[src/sptq_pkg.sv]
// Package for the sortable priority task queue.
// Holds sizes, operation and status codes, controller states and the
// command/status structs shared by the controller, datapath and top level.
package sptq_pkg;

    localparam int DEPTH  = 16;
    localparam int ADDR_W = $clog2(DEPTH);
    localparam int CNT_W  = $clog2(DEPTH + 1);
    localparam int KEY_W  = 16;
    localparam int HND_W  = 16;
    localparam int ENT_W  = KEY_W + HND_W;

    typedef enum logic [1:0] {
        OP_PUSH  = 2'd0,
        OP_POP   = 2'd1,
        OP_SORT  = 2'd2,
        OP_CLEAR = 2'd3
    } t_op;

    typedef enum logic [1:0] {
        ST_OK    = 2'd0,
        ST_FULL  = 2'd1,
        ST_EMPTY = 2'd2
    } t_status;

    typedef enum logic [3:0] {
        S_IDLE,
        S_DECODE,
        S_POP_WR,
        S_SORT_CHK,
        S_SORT_LDI,
        S_SORT_CMP,
        S_SORT_INS,
        S_DONE
    } t_state;

    // Read address sources for the entry memory.
    typedef enum logic [1:0] {
        RD_LAST,
        RD_I,
        RD_IM1,
        RD_JM2
    } t_rd_sel;

    typedef struct packed {
        logic    take_item;
        logic    push;
        logic    pop_wr;
        logic    clear;
        logic    set_status;
        t_status status;
        logic    rd_en;
        t_rd_sel rd_sel;
        logic    i_init;
        logic    i_inc;
        logic    ld_key;
        logic    shift;
        logic    insert;
        logic    load_out;
    } t_dp_cmd;

    typedef struct packed {
        t_op  op;
        logic empty;
        logic full;
        logic i_done;
        logic key_gt;
        logic j_one;
        logic out_free;
    } t_dp_sts;

endpackage

[src/sptq_ctrl.sv]
// Controller state machine for the sortable priority task queue.
// Depends on sptq_pkg; drives the datapath through t_dp_cmd.
module sptq_ctrl (
    input  logic             i_clk,
    input  logic             i_rst_n,
    input  logic             i_valid,
    output logic             o_stall,
    output logic             o_valid,
    input  sptq_pkg::t_dp_sts i_sts,
    output sptq_pkg::t_dp_cmd o_cmd
);
    import sptq_pkg::*;

    t_state r_state;
    t_state n_state;
    logic   r_out_valid;
    logic   n_out_valid;

    always_ff @(posedge i_clk) begin
        if (!i_rst_n) begin
            r_state     <= S_IDLE;
            r_out_valid <= 1'b0;
        end else begin
            r_state     <= n_state;
            r_out_valid <= n_out_valid;
        end
    end

    always_comb begin
        n_state     = r_state;
        o_cmd       = '0;
        n_out_valid = r_out_valid && !(i_sts.out_free);
        case (r_state)
            S_IDLE: begin
                if (i_valid) begin
                    o_cmd.take_item = 1'b1;
                    n_state         = S_DECODE;
                end
            end
            S_DECODE: begin
                case (i_sts.op)
                    OP_PUSH: begin
                        if (i_sts.full) begin
                            o_cmd.set_status = 1'b1;
                            o_cmd.status     = ST_FULL;
                        end else begin
                            o_cmd.push = 1'b1;
                        end
                        n_state = S_DONE;
                    end
                    OP_POP: begin
                        if (i_sts.empty) begin
                            o_cmd.set_status = 1'b1;
                            o_cmd.status     = ST_EMPTY;
                            n_state          = S_DONE;
                        end else begin
                            o_cmd.rd_en  = 1'b1;
                            o_cmd.rd_sel = RD_LAST;
                            n_state      = S_POP_WR;
                        end
                    end
                    OP_SORT: begin
                        o_cmd.i_init = 1'b1;
                        n_state      = S_SORT_CHK;
                    end
                    default: begin
                        if (i_sts.empty) begin
                            o_cmd.set_status = 1'b1;
                            o_cmd.status     = ST_EMPTY;
                        end else begin
                            o_cmd.clear = 1'b1;
                        end
                        n_state = S_DONE;
                    end
                endcase
            end
            S_POP_WR: begin
                o_cmd.pop_wr = 1'b1;
                n_state      = S_DONE;
            end
            S_SORT_CHK: begin
                if (i_sts.i_done) begin
                    n_state = S_DONE;
                end else begin
                    o_cmd.rd_en  = 1'b1;
                    o_cmd.rd_sel = RD_I;
                    n_state      = S_SORT_LDI;
                end
            end
            S_SORT_LDI: begin
                o_cmd.ld_key = 1'b1;
                o_cmd.rd_en  = 1'b1;
                o_cmd.rd_sel = RD_IM1;
                n_state      = S_SORT_CMP;
            end
            S_SORT_CMP: begin
                // A larger left neighbor moves up one slot; the walk stops at
                // the first key that is not larger, which keeps the sort stable.
                if (i_sts.key_gt) begin
                    o_cmd.shift = 1'b1;
                    if (i_sts.j_one) begin
                        n_state = S_SORT_INS;
                    end else begin
                        o_cmd.rd_en  = 1'b1;
                        o_cmd.rd_sel = RD_JM2;
                    end
                end else begin
                    n_state = S_SORT_INS;
                end
            end
            S_SORT_INS: begin
                o_cmd.insert = 1'b1;
                o_cmd.i_inc  = 1'b1;
                n_state      = S_SORT_CHK;
            end
            S_DONE: begin
                if (i_sts.out_free) begin
                    o_cmd.load_out = 1'b1;
                    n_out_valid    = 1'b1;
                    n_state        = S_IDLE;
                end
            end
            default: begin
                n_state = S_IDLE;
            end
        endcase
    end

    assign o_stall = (r_state != S_IDLE);
    assign o_valid = r_out_valid;

endmodule

[src/sptq_dp.sv]
// Datapath for the sortable priority task queue: entry memory, fill count,
// front-entry copy, sort indexes and the result register. Depends on sptq_pkg.
module sptq_dp (
    input  logic                        i_clk,
    input  logic                        i_rst_n,
    input  sptq_pkg::t_dp_cmd           i_cmd,
    output sptq_pkg::t_dp_sts           o_sts,
    input  logic [1:0]                  i_kind,
    input  logic [sptq_pkg::KEY_W-1:0]  i_priority_req,
    input  logic [sptq_pkg::HND_W-1:0]  i_task_id,
    input  logic                        i_out_stall,
    input  logic                        i_out_valid,
    output logic [1:0]                  o_status,
    output logic                        o_front_valid,
    output logic [sptq_pkg::KEY_W-1:0]  o_front_priority,
    output logic [sptq_pkg::HND_W-1:0]  o_front_task,
    output logic [sptq_pkg::CNT_W-1:0]  o_entry_count
);
    import sptq_pkg::*;

    logic [ENT_W-1:0]  mem [DEPTH];
    logic [ENT_W-1:0]  r_rdata;

    t_op               r_op;
    logic [ENT_W-1:0]  r_item;
    t_status           r_status;
    logic [CNT_W-1:0]  r_count;
    logic [ENT_W-1:0]  r_front;
    logic [CNT_W-1:0]  r_i;
    logic [ADDR_W-1:0] r_j;
    logic [ENT_W-1:0]  r_hold;

    logic [1:0]        r_out_status;
    logic              r_out_fvalid;
    logic [KEY_W-1:0]  r_out_prio;
    logic [HND_W-1:0]  r_out_task;
    logic [CNT_W-1:0]  r_out_count;

    logic [CNT_W-1:0]  cnt_m1;
    logic [CNT_W-1:0]  i_m1;
    logic [ADDR_W-1:0] j_m1;
    logic [ADDR_W-1:0] j_m2;
    logic [ADDR_W-1:0] rd_addr;
    logic              wr_en;
    logic [ADDR_W-1:0] wr_addr;
    logic [ENT_W-1:0]  wr_data;
    logic              cnt_zero;

    assign cnt_m1   = r_count - CNT_W'(1);
    assign i_m1     = r_i - CNT_W'(1);
    assign j_m1     = r_j - ADDR_W'(1);
    assign j_m2     = j_m1 - ADDR_W'(1);
    assign cnt_zero = (r_count == '0);

    always_comb begin
        case (i_cmd.rd_sel)
            RD_LAST: rd_addr = cnt_m1[ADDR_W-1:0];
            RD_I:    rd_addr = r_i[ADDR_W-1:0];
            RD_IM1:  rd_addr = i_m1[ADDR_W-1:0];
            RD_JM2:  rd_addr = j_m2;
            default: rd_addr = '0;
        endcase
    end

    // One write port, shared by push, pop, shift and insert.
    always_comb begin
        wr_en   = 1'b0;
        wr_addr = r_j;
        wr_data = r_hold;
        if (i_cmd.push) begin
            wr_en   = 1'b1;
            wr_addr = r_count[ADDR_W-1:0];
            wr_data = r_item;
        end else if (i_cmd.pop_wr) begin
            wr_en   = 1'b1;
            wr_addr = '0;
            wr_data = r_rdata;
        end else if (i_cmd.shift) begin
            wr_en   = 1'b1;
            wr_addr = r_j;
            wr_data = r_rdata;
        end else if (i_cmd.insert) begin
            wr_en   = 1'b1;
            wr_addr = r_j;
            wr_data = r_hold;
        end
    end

    always_ff @(posedge i_clk) begin
        if (wr_en) begin
            mem[wr_addr] <= wr_data;
        end
        if (i_cmd.rd_en) begin
            r_rdata <= mem[rd_addr];
        end
    end

    always_ff @(posedge i_clk) begin
        if (!i_rst_n) begin
            r_count <= '0;
        end else if (i_cmd.push) begin
            r_count <= r_count + CNT_W'(1);
        end else if (i_cmd.pop_wr) begin
            r_count <= cnt_m1;
        end else if (i_cmd.clear) begin
            r_count <= '0;
        end
    end

    always_ff @(posedge i_clk) begin
        if (i_cmd.take_item) begin
            r_op     <= t_op'(i_kind);
            r_item   <= {i_priority_req, i_task_id};
            r_status <= ST_OK;
        end else if (i_cmd.set_status) begin
            r_status <= i_cmd.status;
        end
        // Slot 0 is mirrored so the result never needs a second read port.
        if ((i_cmd.push && cnt_zero) || i_cmd.pop_wr) begin
            r_front <= wr_data;
        end else if (i_cmd.insert && (r_j == '0)) begin
            r_front <= r_hold;
        end
        if (i_cmd.i_init) begin
            r_i <= CNT_W'(1);
        end else if (i_cmd.i_inc) begin
            r_i <= r_i + CNT_W'(1);
        end
        if (i_cmd.ld_key) begin
            r_hold <= r_rdata;
            r_j    <= r_i[ADDR_W-1:0];
        end else if (i_cmd.shift) begin
            r_j <= j_m1;
        end
        if (i_cmd.load_out) begin
            r_out_status <= r_status;
            r_out_fvalid <= !cnt_zero;
            r_out_prio   <= cnt_zero ? '0 : r_front[ENT_W-1:HND_W];
            r_out_task   <= cnt_zero ? '0 : r_front[HND_W-1:0];
            r_out_count  <= r_count;
        end
    end

    assign o_sts.op       = r_op;
    assign o_sts.empty    = cnt_zero;
    assign o_sts.full     = (r_count == CNT_W'(DEPTH));
    assign o_sts.i_done   = (r_i >= r_count);
    assign o_sts.key_gt   = (r_rdata[ENT_W-1:HND_W] > r_hold[ENT_W-1:HND_W]);
    assign o_sts.j_one    = (r_j == ADDR_W'(1));
    assign o_sts.out_free = !i_out_valid || !i_out_stall;

    assign o_status         = r_out_status;
    assign o_front_valid    = r_out_fvalid;
    assign o_front_priority = r_out_prio;
    assign o_front_task     = r_out_task;
    assign o_entry_count    = r_out_count;

endmodule

[src/sortable_priority_task_queue.sv]
// Top level of the sortable priority task queue.
// Depends on sptq_pkg, sptq_ctrl and sptq_dp.
//
//   Channel   Direction  Handshake           Payload
//   request   in         i_valid / o_stall   i_kind, i_priority_req, i_task_id
//   result    out        o_valid / i_stall   o_status, o_front_valid,
//                                            o_front_priority, o_front_task,
//                                            o_entry_count
//
// One request is worked at a time; o_stall is high from acceptance until its
// result is loaded into the output register. Pop adds one memory read before
// its write; push, clear and rejected requests need no read. Sort runs on the
// single-read entry memory: for each entry past the first it loads the entry
// as the key, walks left moving each larger neighbor up one slot, and inserts
// the key. A new request is taken while an earlier result waits; a held result
// stalls only the final load.
// Reset (synchronous, active low) empties the table; no clearing pass is needed.
module sortable_priority_task_queue (
    input  logic                        i_clk,
    input  logic                        i_rst_n,
    input  logic                        i_valid,
    output logic                        o_stall,
    input  logic [1:0]                  i_kind,
    input  logic [sptq_pkg::KEY_W-1:0]  i_priority_req,
    input  logic [sptq_pkg::HND_W-1:0]  i_task_id,
    output logic                        o_valid,
    input  logic                        i_stall,
    output logic [1:0]                  o_status,
    output logic                        o_front_valid,
    output logic [sptq_pkg::KEY_W-1:0]  o_front_priority,
    output logic [sptq_pkg::HND_W-1:0]  o_front_task,
    output logic [sptq_pkg::CNT_W-1:0]  o_entry_count
);
    import sptq_pkg::*;

    t_dp_cmd cmd;
    t_dp_sts sts;

    sptq_ctrl u_ctrl (
        .i_clk   (i_clk),
        .i_rst_n (i_rst_n),
        .i_valid (i_valid),
        .o_stall (o_stall),
        .o_valid (o_valid),
        .i_sts   (sts),
        .o_cmd   (cmd)
    );

    sptq_dp u_dp (
        .i_clk            (i_clk),
        .i_rst_n          (i_rst_n),
        .i_cmd            (cmd),
        .o_sts            (sts),
        .i_kind           (i_kind),
        .i_priority_req   (i_priority_req),
        .i_task_id        (i_task_id),
        .i_out_stall      (i_stall),
        .i_out_valid      (o_valid),
        .o_status         (o_status),
        .o_front_valid    (o_front_valid),
        .o_front_priority (o_front_priority),
        .o_front_task     (o_front_task),
        .o_entry_count    (o_entry_count)
    );

endmodule
[config.mk]
export PLATFORM = sky130hd
export DESIGN_NAME = sortable_priority_task_queue
export DESIGN_NICKNAME = d
export VERILOG_FILES = /design/src/sptq_pkg.sv /design/src/sptq_ctrl.sv /design/src/sptq_dp.sv /design/src/sortable_priority_task_queue.sv
export SDC_FILE = /design/constraint.sdc
export NUM_CORES = 1
export LEC_CHECK = 0
export BUFFER_PORTS_ARGS = -buffer_cell sky130_fd_sc_hd__buf_2
export CAP_MARGIN = 10
export CORE_MARGIN = 4
export CORE_UTILIZATION = 40
export DETAILED_ROUTE_END_ITERATION = 12
export GPL_ROUTABILITY_DRIVEN = 0
export SYNTH_ARGS = -nofsm -noshare
export SYNTH_HDL_FRONTEND = slang
export SYNTH_SLANG_ARGS = --single-unit
[constraint.sdc]
create_clock -name i_clk -period 4.1 [get_ports i_clk]
set_input_delay 0.41 -clock i_clk [delete_from_list [all_inputs] [get_ports i_clk]]
set_output_delay 0.41 -clock i_clk [all_outputs]
set_load 0.1 [all_outputs]
Word level (Yosys, flattened, before mapping)
Memory sizes are Yosys's and may differ from the RTL's. A register that Yosys moved wholly into a read port is not among the register bits. Index checks and enable logic that the tools add are counted.

Flip-flop bits (word level): 159. Latch bits: 0. RAM bits: 512. Bits in read-only memories: 0. Input bits: 38. Output and inout port bits: 42. Logic and storage cells: 116. Memories: 1.

Add/sub/neg operators: 6. Multiply operators: 0. Divide/modulo/power cells: 0. Order comparisons: 2. Equality and inequality tests: 17. Shift operators: 0. Muxes and demuxes: 55. Bitwise operators: 0. Reduce and logical (&&, ||, !) cells: 20.

Memories: u_dp.mem (words 16, width 32, read ports 1, clocked after Yosys merged registers in 1, write ports 1, line sptq_dp.sv:21) `logic [ENT_W-1:0] mem [DEPTH];`.

Operators by type and width (number): 32-bit two-way mux (5); 4-bit two-way mux (9); 4-bit one-hot mux with 8 select lines (1); 1-bit two-way mux (24); 3-bit two-way mux (8); 4-bit by 3-bit equality test with 1-bit output (second input constant) (4); 16-bit greater-than comparator (1); 4-bit one-hot mux with 4 select lines (1); 5-bit two-way mux (3); 3-bit one-hot mux with 2 select lines (2); 3-bit one-hot mux with 4 select lines (1); 4-bit by 1-bit subtractor with 4-bit output (second input constant) (3); 5-bit by 1-bit adder with 5-bit output (second input constant) (2); 4-bit by 1-bit equality test with 1-bit output (second input constant) (2); 4-bit by 2-bit equality test with 1-bit output (second input constant) (2); 4-bit zero test (2); 2-bit equality test (second input constant) (3); 5-bit equality test (second input constant) (1); 5-bit >= comparator (1); 5-bit zero test (1); 5-bit by 1-bit subtractor with 5-bit output (second input constant) (1); 2-bit by 1-bit equality test with 1-bit output (second input constant) (2); 1-bit zero test (4); 2-bit zero test (2); other kinds (11) (15).

Logic depth before layout (Yosys ltp)
Gate-level depths: netlist of run 1.

Depth after elaboration: 8. Depth in mapped cells: 18. Gate-level depth less buffers: 18.

Modules after synthesis
A second synthesis of run 1 with hierarchy kept.

Cells, all modules: 1717. Area, all modules: 29378.2 sq um.

By module, submodules not included: sptq_dp (times used 1, cells each 1645, area an instance 28870.2 sq um, seq. area each 20840.0 sq um); sptq_ctrl (times used 1, cells each 72, area an instance 508.0 sq um, seq. area each 80.1 sq um).

Least setup slack after synthesis of run 1
OpenSTA, ideal clock, no wires.

Path kind: reg-to-reg. Start: reg u_dp.r_rdata[17] (read register of u_dp.mem). End: mem u_dp.mem[15][0] in the netlist's numbering, enable pin. Setup time: 421 ps. Arrival: 3370 ps. Required time: 3679 ps. Setup slack: 309 ps. Stages on the path, launching flop included: 11. Buffers on the path: 0. Clock period less this slack: 3791 ps. Cells stage by stage: edfxtp_1 -> ha_1 -> nor2b_1 -> o211ai_1 -> a2111oi_0 -> or4b_1 -> and2_1 -> nor2_1 -> o32ai_1 -> nand2_1 -> nor2_1.

Longest elaborated chain between the ends: 8.

RTL lines: start: declaration (line sptq_dp.sv:22) `logic [ENT_W-1:0] r_rdata;`; 16-bit greater-than comparator (line sptq_dp.sv:148) `assign o_sts.key_gt = (r_rdata[ENT_W-1:HND_W] > r_hold[ENT_W-1:HND_W]);`; 1-bit two-way mux (line sptq_ctrl.sv:99) `if (i_sts.key_gt) begin`; 1-bit two-way mux (line sptq_ctrl.sv:33) `case (r_state)`; 1-bit two-way mux (line sptq_dp.sv:78) `end else if (i_cmd.shift) begin`; 1-bit two-way mux (line sptq_dp.sv:74) `end else if (i_cmd.pop_wr) begin`; 1-bit two-way mux (line sptq_dp.sv:70) `if (i_cmd.push) begin`; 1-bit two-way mux (line sptq_dp.sv:90) `if (wr_en) begin`; 1-bit two-way mux (implied by the code) (line sptq_dp.sv:91) `mem[wr_addr] <= wr_data;`; end: declaration (line sptq_dp.sv:21).

Every way passes these cells.

Final worst setup path of run 1
Start: reg u_dp.r_rdata[31] (read register of u_dp.mem). End: reg u_dp.r_rdata[24] (read register of u_dp.mem) (data pin).

Longest elaborated chain between the ends: 5. Elaborated cells on any way between the ends: 8. Those cells by class: order compare (1); eq/ne (3); mux (3); reduce/logical (1).

RTL lines: 16-bit greater-than comparator (*) (line sptq_dp.sv:148); 3-bit two-way mux (*) (line sptq_ctrl.sv:99); 3-bit one-hot mux with 4 select lines (*) (line sptq_ctrl.sv:33); 2-bit equality test, or another cell as far along (line sptq_dp.sv:56) `case (i_cmd.rd_sel)`; 4-bit one-hot mux with 4 select lines (line sptq_dp.sv:56).

Every way passes the cells marked *; elsewhere a longest branch is shown, timed or not. A chain may end at the register's enable or synchronous reset.

==> flow_summary.json, run 1 <==
{
  "wire_per_inst_um": 22.4,
  "internal_power_w": 0.0188,
  "crit_required_ns": 4.46,
  "crit_path_max_fanout": 40,
  "grt_overflow": 0,
  "chipWidth_um": 276,
  "finalClockSkew_ns": 0.0247,
  "arrival_ns": 4.31,
  "dr.pass1.iters": 5,
  "synthTopCellsByArea": "edfxtp_1, nand2_1, nand3_1, a21oi_1, ha_1",
  "setup_viol": 0,
  "combPwrFrac": 0.459,
  "fp.dieH_um": 276,
  "maxCapViolCount": 0,
  "hp-class": "primary input to register",
  "yosysWarnings": 0,
  "vias": 18600,
  "seq_power_share": 0.347,
  "final_nets": 2482,
  "io_buffers": 79,
  "ant_nets": 0,
  "stdcell_count": 3404,
  "slew_violations": 0,
  "synth_area_sq_um": 28700,
  "end_kind": "register",
  "ff2ff_path_depth": 14,
  "worstMarginPinSlew_ns": 0.878,
  "max_stage_delay_ns": 0.58,
  "hold_violations": 0,
  "yosysSeqAreaShare": 0.729,
  "track_usage": 0.198,
  "ys.flop_type": "edfxtp_1",
  "critPathKind": "register to register",
  "cts_htree_levels": 3,
  "hpwl_um": 43600,
  "status": "completed",
  "cts_buffers": 69,
  "cts_sinks": 702,
  "rsz0062_at_grt": "yes",
  "clk_latency_ns": 0.62,
  "clockBufferDepth": 3,
  "final_cell_mix": "edfxtp_1, nand2_1, nand3_1",
  "cp_slowest_cell": "or4_4",
  "dp_cells": 3239,
  "yosys.area.top_type": "edfxtp_1",
  "nFillCells": 6101,
  "hold_start": "i_stall",
  "ys_ff_latch": 702,
  "final_common_cell": "edfxtp_1",
  "rows": 97,
  "cts_tree": "yes",
  "synthCells": 2214,
  "fmax_ghz": 0.253,
  "grt_max_degree": 66,
  "path_cells": "ha_1, nand4_1, or4_4, and4_4, nand3_1, nor2_1, a21oi_1, ha_2, o21ai_0, o211a_4, buf_12, nand3_1, a21oi_1, nor4_1",
  "final_area_sq_um": 34000,
  "synthDistinctLibCells": 64,
  "grt_pass1_vias": 18000,
  "drc": 0,
  "core_area_sq_um": 70500,
  "io_pins": 80,
  "period_share": 0.965,
  "leakage_nw": 12.0,
  "viasPerCell": 5.47,
  "first_iter_violations": 1929,
  "pwr_density_cell_nw_per_um2": 922,
  "multiInputGateArea_sq_um": 7350,
  "finalWirelength_um": 76100,
  "switching_power_w": 0.0126,
  "clkTransAtPathRegs_ns": 0.06,
  "max_slew_margin": 0.408,
  "whs_path_depth": 3,
  "die-area_sq_um": 76100,
  "regArea_sq_um": 20900,
  "p_total_w": 0.0314,
  "antenna_found_initial": 1,
  "clockRootBuffer": "clkbuf_16",
  "start_kind": "register",
  "synthArstFlopShare": 0,
  "crit-reg2reg-launch": "u_dp.r_rdata[31]",
  "synth_edf_count": 686,
  "grt_pass1_wl_um": 113000,
  "period_needed_ns": 3.96,
  "num_antenna_cells": 0,
  "avgSynthCellArea_sq_um": 13.0,
  "ir_drop_mv": 0.669,
  "synth_nets": 2283,
  "synth.top_cell.area_share": 0.718,
  "clkPwrFrac": 0.194,
  "layout-drive-gt1-share": 0.167,
  "regToRegSetupSlack_ns": 0.14,
  "start_util": 0.407,
  "timing.rr.end": "u_dp.r_rdata[24]",
  "dpl_cell_area_sq_um": 31300,
  "p_sw_frac": 0.402,
  "syn_to_final_growth_pct": 18.6
}
cell usage after synthesis, types with 2 or more instances:
master,n
clkbuf_1,55
buf_1,6
buf_4,20
nor4_1,21
o311a_1,3
buf_2,43
o32a_1,3
or4b_1,2
o22ai_1,2
edfxtp_1,686
mux2i_1,33
nand2_1,575
mux2_2,33
o31ai_1,2
nor2_1,54
a31oi_1,4
o31a_1,2
a21oi_1,151
o32ai_1,3
a21o_1,3
nand4_1,8
nand2b_1,2
nor3b_1,3
nor2b_1,37
o21ai_0,50
a311o_1,2
and3_1,6
nor4_2,10
xor2_1,5
inv_1,30
nand3_1,257
o211ai_1,4
dfxtp_1,16
a2bb2oi_1,2
and2_1,3
a221oi_1,2
or2_2,4
xnor2_1,5
ha_1,31
nor3_1,10
a21boi_0,3
critical path, delay by kind of cell (launching register included):
| kind | cells | cell delay (ns) |
|---|---|---|
| simple gates | 7 | 1.33 |
| compound gates | 4 | 0.98 |
| flops | 1 | 0.45 |
| fa+ha+maj | 2 | 0.62 |
| buf+inv | 1 | 0.28 |
kinds of logic (layout without fill, tap and decap cells):
logic type                 Yosys count  count (layout)  synth area share
and+or+nand+nor                    997             997             0.154
DFF                                702             702             0.729
AOI/OAI and AO/OA                  250             251            0.0505
buffers and inverters              158             407            0.0256
muxes                               66              66            0.0245
adders and majority gates           31              31            0.0135
xor gates and xnor gates            10              10           0.00305
stage by stage:
step,hold slack [ns],utilization,worst slack (ns),setup TNS [ns]
after CTS,0.110,0.480,-0.00913,-0.00913
final,0.137,0.483,0.144,0
after floorplan,0.406,-,0.309,0
after global routing,0.139,0.483,-0.0257,-0.0574
after detailed placement,0.431,0.444,-0.0970,-0.470
after global placement,0.415,0.444,0.0491,0
worst max-delay path by stage:
stage	slack, ns	from	depth (start not counted)	endpoint
floorplan	0.31	u_dp.r_rdata[17]	10	u_dp.mem[15][0]
global placement	0.05	u_dp.r_rdata[17]	17	u_dp.r_rdata[17]
detailed placement	-0.1	u_dp.r_rdata[17]	16	u_dp.r_rdata[23]
CTS	-0.009	u_dp.r_rdata[31]	16	u_dp.r_rdata[30]
global route	-0.03	u_dp.r_rdata[31]	18	u_dp.r_rdata[30]
finish	0.14	u_dp.r_rdata[31]	14	u_dp.r_rdata[24]
power by group through the flow:
stage                     registers (W)  clock network [W]  logic (W)
after global routing             0.0110            0.00649     0.0156
after global placement           0.0110                  0     0.0137
after detailed placement         0.0110                  0     0.0139
final                            0.0109            0.00608     0.0144
after floorplan                  0.0110                  0    0.00831
after CTS                        0.0109            0.00620     0.0141
registers in the layout (all words and copies together), names as in the netlist, 16 cells and up, named ones only:
register / count
u_dp.r_front: 32
u_dp.r_item: 32
u_dp.o_front_task: 16
u_dp.r_rdata: 32
u_dp.r_hold: 32
u_dp.o_front_priority: 16
u_dp.mem: 512
final cells by class:
class                           instances  area share
Clock buffer                           83      0.0542
Clock inverter                         39     0.00875
Inverter                               32     0.00353
Multi-Input combinational cell       1355       0.216
Sequential cell                       702       0.615
Tap cell                              940      0.0346
Timing Repair Buffer                  253      0.0682
timing repair:
item | in CTS | in global routing
gates cloned | 0 | 1
pin swaps | 1 | 5
gates resized for setup | 3 | 21
endpoints found under the hold margin | 34 | 0
setup buffers | 2 | 5
endpoints found under the setup margin | 20 | 32
hold buffers | 34 | 0
routing by layer:
metal  GRT usage  vias to the layer above  wire length (um)
met5           0                        -                13
met4      0.0524                        2              1520
met3      0.0317                      108              5650
met2       0.327                      734             36500
met1       0.274                     9320             32400
li1            -                     8459                 -
Power figures use the tool's default switching activity.
==> inputs of run 2 (changes only) <==
CORE_UTILIZATION = 45   (was 40)
PLACE_DENSITY = 0.61   (was default)
==> run 2 against run 1 <==
Against the previous run: non-clock buffer count up 6; worst hold slack worse by 0.11 ns; sequential cell count unchanged; total power up 1.6%; sequential share of layout area up 0.054 points; critical path type unchanged; routed wire length up 1.6%; global-route usage up 2.8 points; combinational power up 3%; die area down 11%; final cell count down 2.6%.
==> flow_summary.json, run 2 (synthesis results as in run 1) <==
{
  "fmax_ghz": 0.246,
  "finalClockSkew_ns": 0.0230,
  "setup_viol": 0,
  "start_util": 0.455,
  "final_nets": 2488,
  "grt_pass1_vias": 18100,
  "syn_to_final_growth_pct": 18.5,
  "die-area_sq_um": 67900,
  "core_area_sq_um": 63100,
  "internal_power_w": 0.0191,
  "ant_nets": 0,
  "status": "completed",
  "max_slew_margin": 0.193,
  "p_sw_frac": 0.402,
  "finalWirelength_um": 77400,
  "antenna_found_initial": 0,
  "end_kind": "register",
  "cts_sinks": 702,
  "final_cell_mix": "edfxtp_1, nand2_1, nand3_1",
  "wire_per_inst_um": 23.3,
  "drc": 0,
  "vias": 18800,
  "ir_drop_mv": 0.713,
  "drt-met1-wl_um": 33700,
  "rows": 92,
  "io_buffers": 79,
  "final_common_cell": "edfxtp_1",
  "layout-drive-gt1-share": 0.166,
  "slew_violations": 0,
  "fp.dieH_um": 261,
  "clk_latency_ns": 0.61,
  "leakage_nw": 12.1,
  "grt_max_degree": 113,
  "first_iter_violations": 2005,
  "pwr_density_cell_nw_per_um2": 938,
  "viasPerCell": 5.66,
  "wl_met3_um": 6420,
  "dpl_cell_area_sq_um": 31300,
  "worstMarginPinSlew_ns": 1.21,
  "grt_pass1_wl_um": 115000,
  "chipWidth_um": 261,
  "dr.pass1.iters": 8,
  "maxCapViolCount": 0,
  "start_kind": "register",
  "combPwrFrac": 0.464,
  "final_area_sq_um": 34000,
  "setup_ws_ns": 0.0327,
  "arrival_ns": 4.47,
  "switching_power_w": 0.0128,
  "track_usage": 0.225,
  "post-place-ws_ns": -0.423,
  "period_needed_ns": 4.07,
  "clockRootBuffer": "clkbuf_16",
  "cts_tree": "yes",
  "period_share": 0.992,
  "wl_met2_um": 35600,
  "cts_htree_levels": 3,
  "largest_register_ffs": 512,
  "clockBufferDepth": 3,
  "clkPwrFrac": 0.195,
  "hp-class": "primary input to register",
  "crit_path_max_fanout": 15,
  "seq_power_share": 0.342,
  "grt_overflow": 0,
  "dr.max_layer_used": "met4",
  "largest_register": "u_dp.mem",
  "p_total_w": 0.0319,
  "crit_required_ns": 4.50,
  "hpwl_um": 45400,
  "cts_buffers": 70,
  "io_pins": 80,
  "clkTransAtPathRegs_ns": 0.06,
  "critPathKind": "register to register",
  "final_util": 0.539,
  "hold_violations": 0
}
run 2: changes by cell type in the layout (fill, tap and decap cells not counted), sizes merged:
cell / change
clkbuf: +11
clkinv: -7
buf: +6
clkinvlp: -1
diode: +1
dlygate4sd3: -1
inv: -1
o311a: -1
run 2: final timing paths:
path	slack, ns	cells after the start	from	endpoint
max	0.03	16	u_dp.r_rdata[27]	u_dp.r_rdata[19]
min	0.02	1	i_priority_req[1]	u_dp.r_item[17]
max reg2reg	0.03	16	u_dp.r_rdata[27]	u_dp.r_rdata[19]
min reg2reg	0.44	0	u_dp.r_status[1]	u_dp.o_status[1]
run 2: final cells by class:
| cell class | count | area [sq um] |
|---|---|---|
| clock buffer | 93 | 1940 |
| clock inverter | 30 | 254 |
| sequential | 702 | 20900 |
| antenna | 1 | 2.50 |
| tap | 846 | 1060 |
| timing repair buffer | 259 | 2380 |
| multi-input combinational | 1354 | 7320 |
| fill | 5164 | 29100 |
| inverter | 32 | 120 |
run 2: what timing repair did:
action,in CTS,in global routing
gates cloned,0,1
resized for setup,4,15
endpoints found under the hold margin,33,0
buffers inserted,1,8
pin swaps,1,7
hold buffers,33,0
setup endpoints to repair,2,32
run 2: layer usage:
metal,global-route usage,vias to the layer above
met2,0.352,868
met4,0.0638,0
met1,0.329,9341
met5,0,-
met3,0.0392,104
li1,-,8467
run 2: power groups by stage:
stage / sequential [W] / combinational [W] / clock [W]
final: 0.0109 / 0.0148 / 0.00620
after global routing: 0.0110 / 0.0160 / 0.00662
after CTS: 0.0109 / 0.0143 / 0.00629
after detailed placement: 0.0110 / 0.0140 / 0
after global placement: 0.0110 / 0.0139 / 0
after floorplan: 0.0110 / 0.00831 / 0
run 2: worst max-delay path: stages (launching register included):
cell       delay, ns
edfxtp_1        0.45
ha_1            0.35
nand4_1         0.19
or4_4           0.57
and4_4          0.23
nand4_1         0.11
a21boi_1        0.20
ha_2            0.22
nor2_1          0.05
a21oi_1         0.18
a2bb2oi_2       0.21
nor2_2          0.09
a32oi_4         0.21
buf_4           0.17
buf_12          0.18
a21oi_1         0.08
nor4_2          0.34
run 2: stage by stage:
stage	hold WS [ns]	setup TNS, ns	instances
6_report	0.0231	0	3317
4_1_cts	0.0102	0	3307
2_1_floorplan	0.406	0	2214
5_1_grt	0.0105	-1.10	3316
3_5_place_dp	0.429	-0.454	3150
3_3_place_gp	0.419	-0.373	3150
